===== config.mk =====
export PLATFORM = sky130hd
export DESIGN_NAME = modbus_request_pdu_serializer
export DESIGN_NICKNAME = d
export VERILOG_FILES = /design/src/rtl/mrps_pkg.sv /design/src/rtl/mrps_fifo.sv /design/src/rtl/mrps_front.sv /design/src/rtl/mrps_back.sv /design/src/rtl/modbus_request_pdu_serializer.sv
export SDC_FILE = /design/constraint.sdc
export NUM_CORES = 1
export LEC_CHECK = 0
export ABC_AREA = 1
export BUFFER_PORTS_ARGS = -buffer_cell sky130_fd_sc_hd__buf_2
export CORE_MARGIN = 2
export CORE_UTILIZATION = 25
export DETAILED_ROUTE_END_ITERATION = 8
export GPL_ROUTABILITY_DRIVEN = 1
export PLACE_DENSITY_LB_ADDON = 0.2
export SYNTH_ARGS = -nofsm -noshare
export SYNTH_HDL_FRONTEND = slang
export SYNTH_SLANG_ARGS = --single-unit

===== constraint.sdc =====
create_clock -name clk_i -period 15.7 [get_ports clk_i]
set_input_delay 0.785 -clock clk_i [delete_from_list [all_inputs] [get_ports clk_i]]
set_output_delay 0.785 -clock clk_i [all_outputs]
set_load 0.03 [all_outputs]

===== src/rtl/mrps_pkg.sv =====
// ----------------------------------------------------------------------------
// Modbus request PDU serializer package
// Job record passed from the front to the back, and request kind constants.
// ----------------------------------------------------------------------------
package mrps_pkg;

  localparam int unsigned JobBytes = 10;

  localparam logic [3:0] KIND_READ_HOLD_MAX = 4'd3;
  localparam logic [3:0] KIND_WRITE_COIL    = 4'd4;
  localparam logic [3:0] KIND_WRITE_REG     = 4'd5;
  localparam logic [3:0] KIND_WRITE_COILS   = 4'd6;
  localparam logic [3:0] KIND_WRITE_REGS    = 4'd7;
  localparam logic [3:0] KIND_READ_WRITE    = 4'd8;

  localparam logic [0:0] CMD_HEADER = 1'b0;
  localparam logic [0:0] CMD_VALUE  = 1'b1;

  localparam logic [15:0] COIL_ON  = 16'hff00;
  localparam logic [15:0] COIL_OFF = 16'h0000;

  typedef enum logic [1:0] {
    COLL_IDLE,
    COLL_COILS,
    COLL_REGS
  } coll_e;

  // one block of bytes to send, first byte at index 0
  typedef struct packed {
    logic [JobBytes-1:0][7:0] data;
    logic [3:0]               len;
    logic [7:0]               slave;
    logic                     last;
    logic                     ovf;
  } job_t;

  function automatic logic [7:0] kind_code(input logic [3:0] kind);
    logic [7:0] code;
    case (kind)
      4'd0:    code = 8'd1;
      4'd1:    code = 8'd2;
      4'd2:    code = 8'd3;
      4'd3:    code = 8'd4;
      4'd4:    code = 8'd5;
      4'd5:    code = 8'd6;
      4'd6:    code = 8'd15;
      4'd7:    code = 8'd16;
      4'd8:    code = 8'd23;
      default: code = 8'd0;
    endcase
    return code;
  endfunction

endpackage


===== src/rtl/mrps_fifo.sv =====
// ----------------------------------------------------------------------------
// Modbus request PDU serializer job queue
// Small queue of byte jobs between the front and the back.
// ----------------------------------------------------------------------------
module mrps_fifo #(
  parameter int unsigned Depth = 2
) (
  input  logic          clk_i,
  input  logic          rst_ni,
  input  logic          push_i,
  input  mrps_pkg::job_t wdata_i,
  output logic          full_o,
  input  logic          pop_i,
  output logic          empty_o,
  output mrps_pkg::job_t rdata_o
);
  import mrps_pkg::*;

  localparam int unsigned PtrW = (Depth > 1) ? $clog2(Depth) : 1;
  localparam int unsigned CntW = $clog2(Depth + 1);

  job_t            mem_q [Depth];
  logic [PtrW-1:0] wptr_q, wptr_d, rptr_q, rptr_d;
  logic [CntW-1:0] cnt_q, cnt_d;
  logic            do_push, do_pop;

  assign full_o  = (cnt_q == CntW'(Depth));
  assign empty_o = (cnt_q == '0);
  assign rdata_o = mem_q[rptr_q];
  assign do_push = push_i && !full_o;
  assign do_pop  = pop_i && !empty_o;

  always_comb begin
    wptr_d = wptr_q;
    rptr_d = rptr_q;
    cnt_d  = cnt_q;
    if (do_push) begin
      wptr_d = (wptr_q == PtrW'(Depth - 1)) ? '0 : wptr_q + 1'b1;
    end
    if (do_pop) begin
      rptr_d = (rptr_q == PtrW'(Depth - 1)) ? '0 : rptr_q + 1'b1;
    end
    if (do_push && !do_pop) begin
      cnt_d = cnt_q + 1'b1;
    end else if (do_pop && !do_push) begin
      cnt_d = cnt_q - 1'b1;
    end
  end

  always_ff @(posedge clk_i or negedge rst_ni) begin
    if (!rst_ni) begin
      wptr_q <= '0;
      rptr_q <= '0;
      cnt_q  <= '0;
    end else begin
      wptr_q <= wptr_d;
      rptr_q <= rptr_d;
      cnt_q  <= cnt_d;
    end
  end

  always_ff @(posedge clk_i) begin
    if (do_push) begin
      mem_q[wptr_q] <= wdata_i;
    end
  end

endmodule


===== src/rtl/mrps_front.sv =====
// ----------------------------------------------------------------------------
// Modbus request PDU serializer front end
// Accepts headers and value items, tracks the request and builds byte jobs.
// ----------------------------------------------------------------------------
module mrps_front (
  input  logic           clk_i,
  input  logic           rst_ni,
  input  logic           accept_i,
  input  logic           cmd_i,
  input  logic [3:0]     kind_i,
  input  logic [7:0]     slave_i,
  input  logic [15:0]    address_i,
  input  logic [15:0]    quantity_i,
  input  logic [15:0]    single_value_i,
  input  logic [15:0]    write_address_i,
  input  logic [15:0]    write_quantity_i,
  input  logic [15:0]    element_i,
  output logic           job_valid_o,
  output mrps_pkg::job_t job_o
);
  import mrps_pkg::*;

  coll_e       coll_q, coll_d;
  logic [15:0] left_q, left_d;
  logic [7:0]  acc_q, acc_d;
  logic [2:0]  pos_q, pos_d;
  logic [7:0]  slave_q, slave_d;

  logic [13:0] coil_cnt;
  logic [15:0] left_dec;
  logic [2:0]  pos_inc;
  logic [7:0]  acc_set;
  logic [15:0] wq;
  logic [15:0] cval;

  always_comb begin
    coil_cnt = {1'b0, quantity_i[15:3]} + {13'd0, |quantity_i[2:0]};
    left_dec = left_q - 16'd1;
    pos_inc  = pos_q + 3'd1;
    acc_set  = acc_q | (8'(element_i != 16'd0) << pos_q);
    wq       = (kind_i == KIND_READ_WRITE) ? write_quantity_i : quantity_i;
    cval     = (single_value_i != 16'd0) ? COIL_ON : COIL_OFF;

    coll_d  = coll_q;
    left_d  = left_q;
    acc_d   = acc_q;
    pos_d   = pos_q;
    slave_d = slave_q;

    job_valid_o = 1'b0;
    job_o       = '0;
    job_o.slave = slave_q;

    if (accept_i && (cmd_i == CMD_HEADER)) begin
      coll_d      = COLL_IDLE;
      left_d      = '0;
      acc_d       = '0;
      pos_d       = '0;
      slave_d     = slave_i;
      job_o.slave = slave_i;
      job_o.data[0] = kind_code(kind_i);
      job_o.data[1] = address_i[15:8];
      job_o.data[2] = address_i[7:0];
      job_valid_o   = (kind_i <= KIND_READ_WRITE);
      if (kind_i <= KIND_READ_HOLD_MAX) begin
        job_o.data[3] = quantity_i[15:8];
        job_o.data[4] = quantity_i[7:0];
        job_o.len     = 4'd5;
        job_o.last    = 1'b1;
      end else if (kind_i == KIND_WRITE_COIL) begin
        job_o.data[3] = cval[15:8];
        job_o.data[4] = cval[7:0];
        job_o.len     = 4'd5;
        job_o.last    = 1'b1;
      end else if (kind_i == KIND_WRITE_REG) begin
        job_o.data[3] = single_value_i[15:8];
        job_o.data[4] = single_value_i[7:0];
        job_o.len     = 4'd5;
        job_o.last    = 1'b1;
      end else if (kind_i == KIND_WRITE_COILS) begin
        job_o.data[3] = quantity_i[15:8];
        job_o.data[4] = quantity_i[7:0];
        job_o.data[5] = coil_cnt[7:0];
        job_o.len     = 4'd6;
        job_o.last    = (quantity_i == 16'd0);
        job_o.ovf     = |coil_cnt[13:8];
        if (quantity_i != 16'd0) begin
          coll_d = COLL_COILS;
          left_d = quantity_i;
        end
      end else if (kind_i == KIND_WRITE_REGS) begin
        job_o.data[3] = quantity_i[15:8];
        job_o.data[4] = quantity_i[7:0];
        job_o.data[5] = {quantity_i[6:0], 1'b0};
        job_o.len     = 4'd6;
        job_o.last    = (quantity_i == 16'd0);
        job_o.ovf     = |quantity_i[15:7];
        if (quantity_i != 16'd0) begin
          coll_d = COLL_REGS;
          left_d = quantity_i;
        end
      end else if (kind_i == KIND_READ_WRITE) begin
        job_o.data[3] = quantity_i[15:8];
        job_o.data[4] = quantity_i[7:0];
        job_o.data[5] = write_address_i[15:8];
        job_o.data[6] = write_address_i[7:0];
        job_o.data[7] = wq[15:8];
        job_o.data[8] = wq[7:0];
        job_o.data[9] = {wq[6:0], 1'b0};
        job_o.len     = 4'd10;
        job_o.last    = (wq == 16'd0);
        job_o.ovf     = |wq[15:7];
        if (wq != 16'd0) begin
          coll_d = COLL_REGS;
          left_d = wq;
        end
      end
    end else if (accept_i && (cmd_i == CMD_VALUE)) begin
      case (coll_q)
        COLL_COILS: begin
          left_d = left_dec;
          if ((pos_inc == 3'd0) || (left_dec == 16'd0)) begin
            job_valid_o   = 1'b1;
            job_o.data[0] = acc_set;
            job_o.len     = 4'd1;
            job_o.last    = (left_dec == 16'd0);
            acc_d         = '0;
            pos_d         = '0;
          end else begin
            acc_d = acc_set;
            pos_d = pos_inc;
          end
          if (left_dec == 16'd0) begin
            coll_d = COLL_IDLE;
          end
        end
        COLL_REGS: begin
          left_d        = left_dec;
          job_valid_o   = 1'b1;
          job_o.data[0] = element_i[15:8];
          job_o.data[1] = element_i[7:0];
          job_o.len     = 4'd2;
          job_o.last    = (left_dec == 16'd0);
          if (left_dec == 16'd0) begin
            coll_d = COLL_IDLE;
          end
        end
        default: begin
          coll_d = coll_q;
        end
      endcase
    end
  end

  always_ff @(posedge clk_i or negedge rst_ni) begin
    if (!rst_ni) begin
      coll_q  <= COLL_IDLE;
      left_q  <= '0;
      acc_q   <= '0;
      pos_q   <= '0;
      slave_q <= '0;
    end else begin
      coll_q  <= coll_d;
      left_q  <= left_d;
      acc_q   <= acc_d;
      pos_q   <= pos_d;
      slave_q <= slave_d;
    end
  end

endmodule


===== src/rtl/mrps_back.sv =====
// ----------------------------------------------------------------------------
// Modbus request PDU serializer back end
// Takes byte jobs from the queue and sends one byte per transfer.
// ----------------------------------------------------------------------------
module mrps_back (
  input  logic           clk_i,
  input  logic           rst_ni,
  input  logic           job_empty_i,
  input  mrps_pkg::job_t job_i,
  output logic           job_pop_o,
  input  logic           pop_i,
  output logic           empty_o,
  output logic [7:0]     data_byte_o,
  output logic [7:0]     target_slave_o,
  output logic           last_o,
  output logic           count_overflow_o
);
  import mrps_pkg::*;

  job_t       cur_q, cur_d;
  logic       cur_vld_q, cur_vld_d;
  logic [3:0] idx_q, idx_d;
  logic       out_vld_q, out_vld_d;
  logic [7:0] byte_q, byte_d, slv_q, slv_d;
  logic       last_q, last_d, ovf_q, ovf_d;
  logic       advance, at_end;

  assign empty_o          = !out_vld_q;
  assign data_byte_o      = byte_q;
  assign target_slave_o   = slv_q;
  assign last_o           = last_q;
  assign count_overflow_o = ovf_q;

  always_comb begin
    advance   = cur_vld_q && (!out_vld_q || pop_i);
    at_end    = (idx_q == cur_q.len - 4'd1);
    job_pop_o = !job_empty_i && (!cur_vld_q || (advance && at_end));

    cur_d     = cur_q;
    cur_vld_d = cur_vld_q;
    idx_d     = idx_q;
    out_vld_d = out_vld_q && !pop_i;
    byte_d    = byte_q;
    slv_d     = slv_q;
    last_d    = last_q;
    ovf_d     = ovf_q;

    if (advance) begin
      out_vld_d = 1'b1;
      byte_d    = cur_q.data[idx_q];
      slv_d     = cur_q.slave;
      last_d    = at_end && cur_q.last;
      ovf_d     = at_end && cur_q.ovf;
      idx_d     = idx_q + 4'd1;
      if (at_end) begin
        cur_vld_d = 1'b0;
      end
    end
    if (job_pop_o) begin
      cur_d     = job_i;
      cur_vld_d = 1'b1;
      idx_d     = '0;
    end
  end

  always_ff @(posedge clk_i or negedge rst_ni) begin
    if (!rst_ni) begin
      cur_vld_q <= 1'b0;
      out_vld_q <= 1'b0;
      idx_q     <= '0;
    end else begin
      cur_vld_q <= cur_vld_d;
      out_vld_q <= out_vld_d;
      idx_q     <= idx_d;
    end
  end

  always_ff @(posedge clk_i) begin
    cur_q  <= cur_d;
    byte_q <= byte_d;
    slv_q  <= slv_d;
    last_q <= last_d;
    ovf_q  <= ovf_d;
  end

endmodule


===== src/rtl/modbus_request_pdu_serializer.sv =====
// ----------------------------------------------------------------------------
// Modbus request PDU serializer
// Turns request headers and write values into a Modbus PDU byte stream.
// ----------------------------------------------------------------------------
// Every input item is taken while full is low. A header becomes
// a job of 5, 6 or 10 bytes, a register value a job of 2 bytes, and every
// eighth coil value (or the final one) a job of 1 byte; unknown kinds and
// values outside a request make no job. Jobs wait in a JobDepth-entry queue,
// and the back end sends one byte per cycle through its output register while
// pop is high or that register is empty. full rises only when the job queue is full.
module modbus_request_pdu_serializer #(
  parameter int unsigned JobDepth = 2
) (
  input  logic        clk_i,
  input  logic        rst_ni,
  input  logic        push,
  output logic        full,
  input  logic        cmd_i,
  input  logic [3:0]  kind_i,
  input  logic [7:0]  slave_i,
  input  logic [15:0] address_i,
  input  logic [15:0] quantity_i,
  input  logic [15:0] single_value_i,
  input  logic [15:0] write_address_i,
  input  logic [15:0] write_quantity_i,
  input  logic [15:0] element_i,
  output logic        empty,
  input  logic        pop,
  output logic [7:0]  data_byte_o,
  output logic [7:0]  target_slave_o,
  output logic        last_o,
  output logic        count_overflow_o
);
  import mrps_pkg::*;

  logic accept;
  logic job_valid, job_pop, job_empty;
  job_t job_in, job_out;

  assign accept = push && !full;

  mrps_front u_front (
    .clk_i            (clk_i),
    .rst_ni           (rst_ni),
    .accept_i         (accept),
    .cmd_i            (cmd_i),
    .kind_i           (kind_i),
    .slave_i          (slave_i),
    .address_i        (address_i),
    .quantity_i       (quantity_i),
    .single_value_i   (single_value_i),
    .write_address_i  (write_address_i),
    .write_quantity_i (write_quantity_i),
    .element_i        (element_i),
    .job_valid_o      (job_valid),
    .job_o            (job_in)
  );

  mrps_fifo #(
    .Depth (JobDepth)
  ) u_fifo (
    .clk_i   (clk_i),
    .rst_ni  (rst_ni),
    .push_i  (job_valid),
    .wdata_i (job_in),
    .full_o  (full),
    .pop_i   (job_pop),
    .empty_o (job_empty),
    .rdata_o (job_out)
  );

  mrps_back u_back (
    .clk_i            (clk_i),
    .rst_ni           (rst_ni),
    .job_empty_i      (job_empty),
    .job_i            (job_out),
    .job_pop_o        (job_pop),
    .pop_i            (pop),
    .empty_o          (empty),
    .data_byte_o      (data_byte_o),
    .target_slave_o   (target_slave_o),
    .last_o           (last_o),
    .count_overflow_o (count_overflow_o)
  );

endmodule


**Word level (Yosys, flattened, before mapping)**

Memory sizes are Yosys's and may differ from the RTL's. A register that Yosys moved wholly into a read port is not among the register bits.
Cells that the tools add are included.

- Register bits: 65
- RAM bits: 188
- ROM bits: 80
- Input bits: 113
- Output and inout bits: 20
- Logic and storage cells: 179
- Memories kept: 2

Memory list:

| memory | depth | width | read ports | clocked after Yosys merged registers in | wr ports | line | RTL |
|---|---|---|---|---|---|---|---|
| u_fifo.mem_q | 2 | 94 | 1 | 1 | 1 | mrps_fifo.sv:22 | `job_t mem_q [Depth];` |
| (name not given) | 16 | 5 | 1 | 0 | 0 | mrps_pkg.sv:39 | `case (kind)` |

- Add/subtract/negate cells: 9
- $lt $le $gt $ge: 3
- Eq/ne operators: 9
- Shifts and indexed selects: 1
- Muxes and demuxes: 90
- Bitwise gates (word level): 2
- Reductions and logical operators: 48

Operators by type and width:

| operator | count |
|---|---|
| 16-bit 2-to-1 mux | 16 |
| 40-bit 2-to-1 mux | 3 |
| 32-bit 2-to-1 mux | 2 |
| 64-bit 2-to-1 mux | 1 |
| 16-bit nonzero test | 4 |
| 56-bit 2-to-1 mux | 1 |
| 8-bit 2-to-1 mux | 7 |
| 16-bit logical NOT | 3 |
| 24-bit 2-to-1 mux | 2 |
| 20-bit 2-to-1 mux | 2 |
| 2-bit 2-to-1 mux | 17 |
| 8-bit binary-select mux with 4-bit select | 1 |
| 4-bit 2-to-1 mux | 8 |
| 12-bit case mux with 2 select lines | 1 |
| 1-bit 2-to-1 mux | 22 |
| 9-bit OR reduction | 2 |
| 4-bit by 3-bit == test with 1-bit output, second input constant | 4 |
| 16-bit by 1-bit subtractor with 16-bit output, second input constant | 1 |
| 13-bit by 1-bit adder with 14-bit output | 1 |
| 2-bit nonzero test | 7 |
| 1-bit logical AND | 13 |
| 12-bit 2-to-1 mux | 1 |
| 3-bit 2-to-1 mux | 4 |
| 8-bit OR | 1 |
| other kinds (25) | 38 |

**Longest topological paths before layout**

Gate-level depths: netlist (run 1).

- Depth in word-level cells: 12
- Depth in mapped cells: 20
- Gate-level depth less buffers: 20

**Hierarchy**

From an unflattened synthesis (run 1), not the netlist that was laid out.

- Cells, all modules: 1557
- Area total of the unflattened synthesis: 15821.4 µm²

By module, submodules not included:

| module | instances | cells an instance | area each (µm²) |
|---|---|---|---|
| mrps_fifo | 1 | 523 | 7081.8 |
| mrps_back | 1 | 331 | 4609.4 |
| mrps_front | 1 | 701 | 4120.2 |
| modbus_request_pdu_serializer | 1 | 2 | 10.0 |

**Worst setup path before layout (run 1)**

Ideal clock, no wire load.

- Path kind: input-to-reg
- Start: input kind_i[0]
- End: memory u_fifo.mem_q[1][0] in the netlist's numbering, enable pin
- Setup time: 532 ps
- Arrival time: 5464 ps
- Slack: 9704 ps
- Stages on the path: 9
- Path buffers: 1
- Path through: inv_1 -> ha_1 -> inv_1 -> nor3_2 -> buf_2 -> nor3_1 -> inv_1 -> nand2_2 -> nor2_1

- Cells in the longest elaborated chain, start to end: 5

Ends and longest elaborated chain:

| element | line | RTL |
|---|---|---|
| start: declaration | modbus_request_pdu_serializer.sv:19 | `input logic [3:0] kind_i,` |
| 4-bit <= comparator | mrps_front.sv:64 | `job_valid_o = (kind_i <= KIND_READ_WRITE);` |
| 1-bit 2-to-1 mux | mrps_front.sv:54 | `if (accept_i && (cmd_i == CMD_HEADER)) begin` |
| 1-bit logical AND | mrps_fifo.sv:30 | `assign do_push = push_i && !full_o;` |
| 1-bit 2-to-1 mux | mrps_fifo.sv:63 | `if (do_push) begin` |
| 1-bit 2-to-1 mux (implied by the code) | mrps_fifo.sv:64 | `mem_q[wptr_q] <= wdata_i;` |
| end: declaration | mrps_fifo.sv:22 |  |

Every way passes these cells.

**Worst setup path after layout (run 1)**

- Start: register u_front.left_q[0]
- End: memory u_fifo.mem_q[1][37] in the netlist's numbering, enable pin

- Cells in the longest elaborated chain, start to end: 10

Ends and longest elaborated chain:

| element | line | RTL |
|---|---|---|
| start: declaration | mrps_front.sv:24 | `logic [15:0] left_q, left_d;` |
| start signal: assignment | mrps_front.sv:164 | `left_q <= left_d;` |
| 16-bit by 1-bit subtractor with 16-bit output | mrps_front.sv:38 | `left_dec = left_q - 16'd1;` |
| 16-bit logical NOT | mrps_front.sv:122 | `if ((pos_inc == 3'd0) \|\| (left_dec == 16'd0)) begin` |
| 1-bit logical OR | mrps_front.sv:122 |  |
| 1-bit 2-to-1 mux | mrps_front.sv:122 |  |
| 1-bit case mux with 2 select lines | mrps_front.sv:119 | `case (coll_q)` |
| 1-bit 2-to-1 mux | mrps_front.sv:118 | `end else if (accept_i && (cmd_i == CMD_VALUE)) begin` |
| 1-bit 2-to-1 mux | mrps_front.sv:54 |  |
| 1-bit logical AND | mrps_fifo.sv:30 |  |
| 1-bit 2-to-1 mux | mrps_fifo.sv:63 |  |
| 1-bit 2-to-1 mux (implied by the code) | mrps_fifo.sv:64 |  |

Every way passes these cells.

==> results of run 1 <==
==> critical path, stage by stage, from the launching register on <==
cell     delay [ps]
dfrtp_1         380
inv_1           140
ha_1            300
inv_1           100
o21ai_1         140
nand2_1          80
nor2_1          120
nand2_1          70
nor2_1          140
nand3_2         170
nand2_2         130
nand2_4          90
nand2_4          80
nand2_2          70
nor2_4          680
buf_4           800
==> stage by stage <==
stage	hold slack [ps]	power [mW]
3_3_place_gp	402.8	2.172
6_report	401.1	2.984
2_1_floorplan	400.3	1.859
4_1_cts	403.6	3.036
5_1_grt	424.9	3.168
3_5_place_dp	406.2	2.173
==> logic make-up (layout without fill, tap and decap cells) <==
kind of cell / after synthesis / in the layout / synth area share [%]
AND/OR/NAND/NOR: 661 / 661 / 18.50
adder cells (fa/ha/maj): 16 / 16 / 1.379
XOR/XNOR: 11 / 11 / 0.6637
flip-flops: 323 / 323 / 65.20
other: 0 / 1 / 0
buffers and inverters: 169 / 327 / 4.482
multiplexers: 4 / 4 / 0.2758
AO/OA/AOI/OAI: 221 / 221 / 9.499
==> power by group <==
| part | switching, mW | internal [mW] | total (mW) |
|---|---|---|---|
| clock network | 0.344 | 0.505 | 0.849 |
| registers | 0.112 | 1.23 | 1.34 |
| logic | 0.578 | 0.218 | 0.796 |
| total | 1.03 | 1.95 | 2.98 |
==> metal layers <==
layer  up-vias  track usage [%]  share of wire, %
li1       5076                -                 -
met1      5049            19.93                47
met2       240            23.22                46
met3        70            2.613               4.5
met4         6            4.340               2.4
met5         -                0             0.085
==> area by class of cell <==
cell class,instances,area (µm²)
Fill cell,5955,40370
Sequential cell,323,9465
Multi-Input combinational cell,913,4414
Clock buffer,55,1066
Tap cell,765,957.2
Timing Repair Buffer,144,750.7
Inverter,115,434.2
Clock inverter,13,123.9
Antenna cell,1,2.502
==> cells in the mapped netlist (2+ instances only) <==
| cell type | instances |
|---|---|
| clkbuf_1 | 39 |
| nand4_1 | 8 |
| o21ai_2 | 2 |
| clkinv_1 | 3 |
| ha_1 | 16 |
| o41ai_1 | 2 |
| nand3_2 | 2 |
| dfrtp_1 | 47 |
| nor2_2 | 8 |
| a21o_1 | 8 |
| mux2i_1 | 4 |
| nand3_1 | 23 |
| nand2_4 | 3 |
| edfxtp_1 | 276 |
| nand2_2 | 5 |
| o21ai_1 | 6 |
| a22oi_1 | 9 |
| a32o_1 | 8 |
| xnor2_1 | 4 |
| buf_2 | 7 |
| nor2_4 | 4 |
| buf_4 | 2 |
| o21ai_0 | 72 |
| inv_1 | 107 |
| buf_1 | 6 |
| o211ai_1 | 8 |
| nor3_1 | 18 |
| a221oi_1 | 6 |
| a21oi_1 | 59 |
| nand2_1 | 450 |
| a31o_2 | 3 |
| nor4_1 | 9 |
| xor2_1 | 7 |
| inv_2 | 5 |
| nor2_1 | 128 |
| o22ai_1 | 12 |
| o221ai_1 | 20 |
==> state kept, by name, summed over array words and instances (netlist names) <==
register                 flops
u_back.last_o                1
u_back.count_overflow_o      1
u_front.slave_q              8
u_back.cur_vld_q             1
u_fifo.cnt_q                 2
u_fifo.rptr_q                1
u_front.pos_q                3
u_fifo.mem_q               172
u_back.target_slave_o        8
u_back.idx_q                 4
u_back.cur_q                86
u_fifo.wptr_q                1
u_back.out_vld_q             1
u_front.acc_q                8
u_front.coll_q               2
u_front.left_q              16
u_back.data_byte_o           8
==> how the worst min path moves through the flow <==
stage	start	end	slack (ps)
floorplan	u_back.cur_q[2]$_DFFE_PP_	u_back.target_slave_o[0]$_DFFE_PP_	400
global placement	u_back.cur_q[5]$_DFFE_PP_	u_back.target_slave_o[3]$_DFFE_PP_	400
detailed placement	u_back.cur_q[9]$_DFFE_PP_	u_back.target_slave_o[7]$_DFFE_PP_	410
CTS	rst_ni	u_back.idx_q[3]$_DFFE_PN0P_	400
global route	u_back.cur_q[5]$_DFFE_PP_	u_back.target_slave_o[3]$_DFFE_PP_	420
finish	rst_ni	u_front.slave_q[4]$_DFF_PN0_	400
==> results.json, run 1 <==
{
  "ys_types": 46,
  "grt_use_total_pct": 14.49,
  "preCtsSetupSlack_ps": 11670,
  "die_x_um": 245.0,
  "grt_pass1_wl_um": 65430,
  "synth_area_per_cell_um2": 10.33,
  "htreeDepth": 2,
  "wirelength_um": 43500,
  "clk_pin_slew_ps": 60,
  "via_per_inst": 4.483,
  "rsz0062_at_grt": "no",
  "cts-resized-gates": 0,
  "arrival_ps": 4130,
  "async_reset_ff_share_pct": 14.55,
  "tightest_slew_ps": 1194,
  "grt_overflow_total": 0,
  "p_per_area_nw_per_um2": 173.4,
  "drt-initial-drc-count": 868,
  "placedCellCount": 2260,
  "report.final.slew_viol_count": 0,
  "rows": 88,
  "synth_ff_type": "edfxtp_1",
  "rr_endpoint": "u_fifo.mem_q[1][37]$_DFFE_PP_",
  "cap_viol_max_count": 0,
  "crit_required_ps": 15850,
  "yosys_warnings": 0,
  "route.antenna.remaining_nets": 0,
  "io_buffer_count": 132,
  "reg2reg_setup_slack_ps": 11720,
  "die-area_um2": 60000,
  "vias": 10440,
  "clk_latency_ps": 530,
  "final_cell_mix": "450 x nand2_1, 276 x edfxtp_1, 132 x buf_2",
  "fin_area_um2": 17210,
  "synthesis.nets": 1534,
  "seq_area_frac_synth_pct": 65.20,
  "hpwl_um": 30330,
  "netlist_top_cells_area": "edfxtp_1 57%, nand2_1 12%, dfrtp_1 8.1%",
  "hold_path.class": "primary input to async pin",
  "cts_tree": "done",
  "clock_sinks": 323,
  "syn_inst": 1405,
  "critPathKind": "flip-flop to flip-flop",
  "end_kind": "flip-flop",
  "first_pass_iters": 5,
  "cp-endpoint": "u_fifo.mem_q[1][37]$_DFFE_PP_",
  "reg2reg_from": "u_front.left_q[0]$_DFFE_PN0P_",
  "fin_tns_setup_ps": 0,
  "finalHoldViolations": 0,
  "die_height_um": 245.0,
  "cp_max_fo": 59,
  "drive_above_1_share_pct": 15.16,
  "postPlaceCellArea_um2": 16020,
  "numCtsBuffers": 38,
  "grt_max_degree": 74,
  "ir_drop_v": 0.00008063,
  "fin_util_pct": 29.89,
  "final_common_cell": "nand2_1",
  "antenna_found_initial": 4,
  "synth_edf_count": 276,
  "ioPinCount": 133,
  "max_freq_mhz": 251.4,
  "period_needed_ps": 3978,
  "post_cts_buffers": 0,
  "fin_cells": 2329,
  "outcome": "complete, no violations",
  "setup_viol": 0,
  "gp_congestion": 0.8115,
  "synth_top_cell_area_share_pct": 57.10,
  "relSlewSlack_pct": 19.56,
  "synthesis.area_um2": 14520,
  "r2r_cells": 15,
  "total_leakage_power_nw": 6.762,
  "finalCritPeriodShare_pct": 25.34,
  "crit_start": "u_front.left_q[0]$_DFFE_PN0P_",
  "clk_path_buf_depth": 3,
  "fin_nets": 1664,
  "core_area_um2": 57590,
  "fin_ws_ps": 11720,
  "start_util_pct": 25.21,
  "grt_pass1_vias": 10290,
  "hold_buffers": 0,
  "cts-root-buf": "clkbuf_16",
  "critPathLaunchType": "flip-flop",
  "synth_area_leader_cell": "edfxtp_1",
  "area_growth_pct": 18.59,
  "drt-wirelength-per-cell_um": 18.68,
  "drc_errors": 0,
  "ys_ff_latch": 323,
  "finalClockSkew_ps": 19.07
}
Note: power is estimated with default switching activity, not from simulation.
==> run 2: changes to the inputs <==
==> constraint.sdc (replaced) <==
create_clock -name clk_i -period 3.7 [get_ports clk_i]
set_input_delay 0.185 -clock clk_i [delete_from_list [all_inputs] [get_ports clk_i]]
set_output_delay 0.185 -clock clk_i [all_outputs]
set_load 0.03 [all_outputs]
==> results.json, run 2 (synthesis gave the netlist of run 1 again) <==
{
  "outcome": "complete, no violations",
  "drc_errors": 0,
  "period_needed_ps": 3160,
  "cap_viol_max_count": 0,
  "relSlewSlack_pct": 16.83,
  "cts-resized-gates": 0,
  "numCtsBuffers": 37,
  "rsz0062_at_grt": "no",
  "cp_cell_sequence": "inv_1 > ha_1 > inv_1 > o21ai_1 > nand2_1 > nor2_1 > nand2_1 > nor2_1 > nand3_2 > nand2_2 > nand2_4 > nand2_4 > nand3_1 > clkinvlp_4 > buf_4",
  "tightest_slew_ps": 1235,
  "fin_tns_setup_ps": 0,
  "total_leakage_power_nw": 7.018,
  "vias": 10570,
  "top_regs": "u_fifo.mem_q x172, u_back.cur_q x86, u_front.left_q x16",
  "grt_pass1_wl_um": 65520,
  "finalClockSkew_ps": 30.40,
  "fin_util_pct": 30.90,
  "clk_pin_slew_ps": 60,
  "core_area_um2": 57590,
  "p_seq_share_pct": 42.3,
  "hold_path.class": "primary input to flip-flop",
  "grt_pass1_vias": 10510,
  "preCtsSetupSlack_ps": 526.3,
  "grtUsageMet3_pct": 3.051,
  "whs_ps": 26.07,
  "grt_overflow_total": 0,
  "max_freq_mhz": 316.4,
  "p_per_area_nw_per_um2": 738.6,
  "finalHoldViolations": 0,
  "pwr-share-clk_pct": 30.2,
  "arrival_ps": 3350,
  "final_common_cell": "nand2_1",
  "switchingPower_mw": 4.444,
  "hpwl_um": 31500,
  "cpPeakStageDelay_ps": 390,
  "rows": 88,
  "htreeDepth": 2,
  "hold_buffers": 29,
  "setup_viol": 0,
  "report.final.slew_viol_count": 0,
  "cp_max_fo": 25,
  "wirelength_um": 43820,
  "power_mw": 13.14,
  "gp_congestion": 0.8726,
  "grt_util_met1_pct": 19.66,
  "drt-initial-drc-count": 774,
  "end_kind": "flip-flop",
  "area_growth_pct": 22.58,
  "die_height_um": 245.0,
  "reg2reg_from": "u_front.left_q[0]$_DFFE_PN0P_",
  "largest_register": "u_fifo.mem_q",
  "drive_above_1_share_pct": 15.87,
  "p_int_mw": 8.698,
  "drt-wirelength-per-cell_um": 18.51,
  "use_met2_pct": 22.90,
  "path_buf_inv": 4,
  "cts_tree": "done",
  "io_buffer_count": 132,
  "largest_reg_flops": 172,
  "hp-start": "address_i[6]",
  "ioPinCount": 133,
  "route.antenna.remaining_nets": 0,
  "crit_required_ps": 3890,
  "clk_path_buf_depth": 3,
  "cp_top_family": "simple AND/OR/NAND/NOR gates",
  "crit_start": "u_front.left_q[0]$_DFFE_PN0P_",
  "post_cts_buffers": 0,
  "busiest_layer": "met2",
  "critPathKind": "flip-flop to flip-flop",
  "fin_nets": 1703,
  "first_pass_iters": 5,
  "switching_share_pct": 33.82,
  "grt_use_total_pct": 14.55,
  "start_util_pct": 25.21,
  "fill_cells": 5871,
  "cts-root-buf": "clkbuf_16",
  "final_cell_mix": "450 x nand2_1, 276 x edfxtp_1, 132 x buf_2",
  "die_x_um": 245.0,
  "ir_drop_v": 0.0005404,
  "clock_sinks": 323,
  "via_per_inst": 4.464,
  "die-area_um2": 60000,
  "clk_latency_ps": 560,
  "finalCritPeriodShare_pct": 85.42,
  "critPathLaunchType": "flip-flop",
  "grt_max_degree": 87,
  "antenna_found_initial": 2,
  "cp_slowest_cell": "buf_4",
  "fin_ws_ps": 539.6,
  "power_frac_comb_pct": 27.5
}
-- run 2: cell types whose count changed in the layout (fill, tap and decap cells not counted), sizes merged --
cell	delta
buf	+11
bufinv	+7
clkbuf	-14
clkinv	+3
clkinvlp	+1
dlygate4sd3	+29
inv	+1
-- run 2: path summary, 6_finish.rpt --
kind / to / slack [ps] / depth (start not counted)
worst max-delay path: u_fifo.mem_q[0][35]$_DFFE_PP_ / 540 / 15
worst min-delay path: u_fifo.mem_q[1][36]$_DFFE_PP_ / 30 / 3
worst max register to register: u_fifo.mem_q[0][35]$_DFFE_PP_ / 540 / 15
worst min register to register: u_back.target_slave_o[1]$_DFFE_PP_ / 430 / 0
max in group asynchronous: u_front.left_q[7]$_DFFE_PN0P_ / 2580 / 3
min in group asynchronous: u_back.out_vld_q$_DFF_PN0_ / 290 / 2
-- run 2: layout make-up --
class                           count  area (µm²)  area share (%)
Sequential cell                   323        9465           53.20
Multi-Input combinational cell    913        4414           24.81
Timing Repair Buffer              184        1211           6.807
Tap cell                          765       957.2           5.379
Clock buffer                       41       940.9           5.288
Inverter                          115       436.7           2.454
Clock inverter                     25       365.4           2.053
Antenna cell                        1       2.502         0.01406
-- run 2: power groups by stage --
stage,registers (mW),logic [mW],clock network (mW)
2_1_floorplan,5.69,2.19,0
3_3_place_gp,5.63,3.68,0
3_5_place_dp,5.63,3.67,0
4_1_cts,5.57,3.71,4.08
5_1_grt,5.65,4.04,4.21
6_report,5.56,3.61,3.97
-- run 2: layer usage --
| metal | part of all wire (%) | up-vias |
|---|---|---|
| met1 | 46 | 5083 |
| met4 | 3.3 | 4 |
| met3 | 4.9 | 77 |
| met2 | 45 | 259 |
| met5 | 0.052 | - |
| li1 | - | 5143 |
-- run 2: through the flow --
| stage | cells | area (µm²) |
|---|---|---|
| finish | 2367 | 17790 |
| global route | 2366 | 17790 |
| CTS | 2366 | 17790 |
| detailed placement | 2271 | 16190 |
| global placement | 2271 | 16190 |
| floorplan | 1405 | 14530 |
-- run 2: worst min-delay path, stage by stage --
cell,delay (ps)
buf_2,100
inv_1,50
nor2_1,50
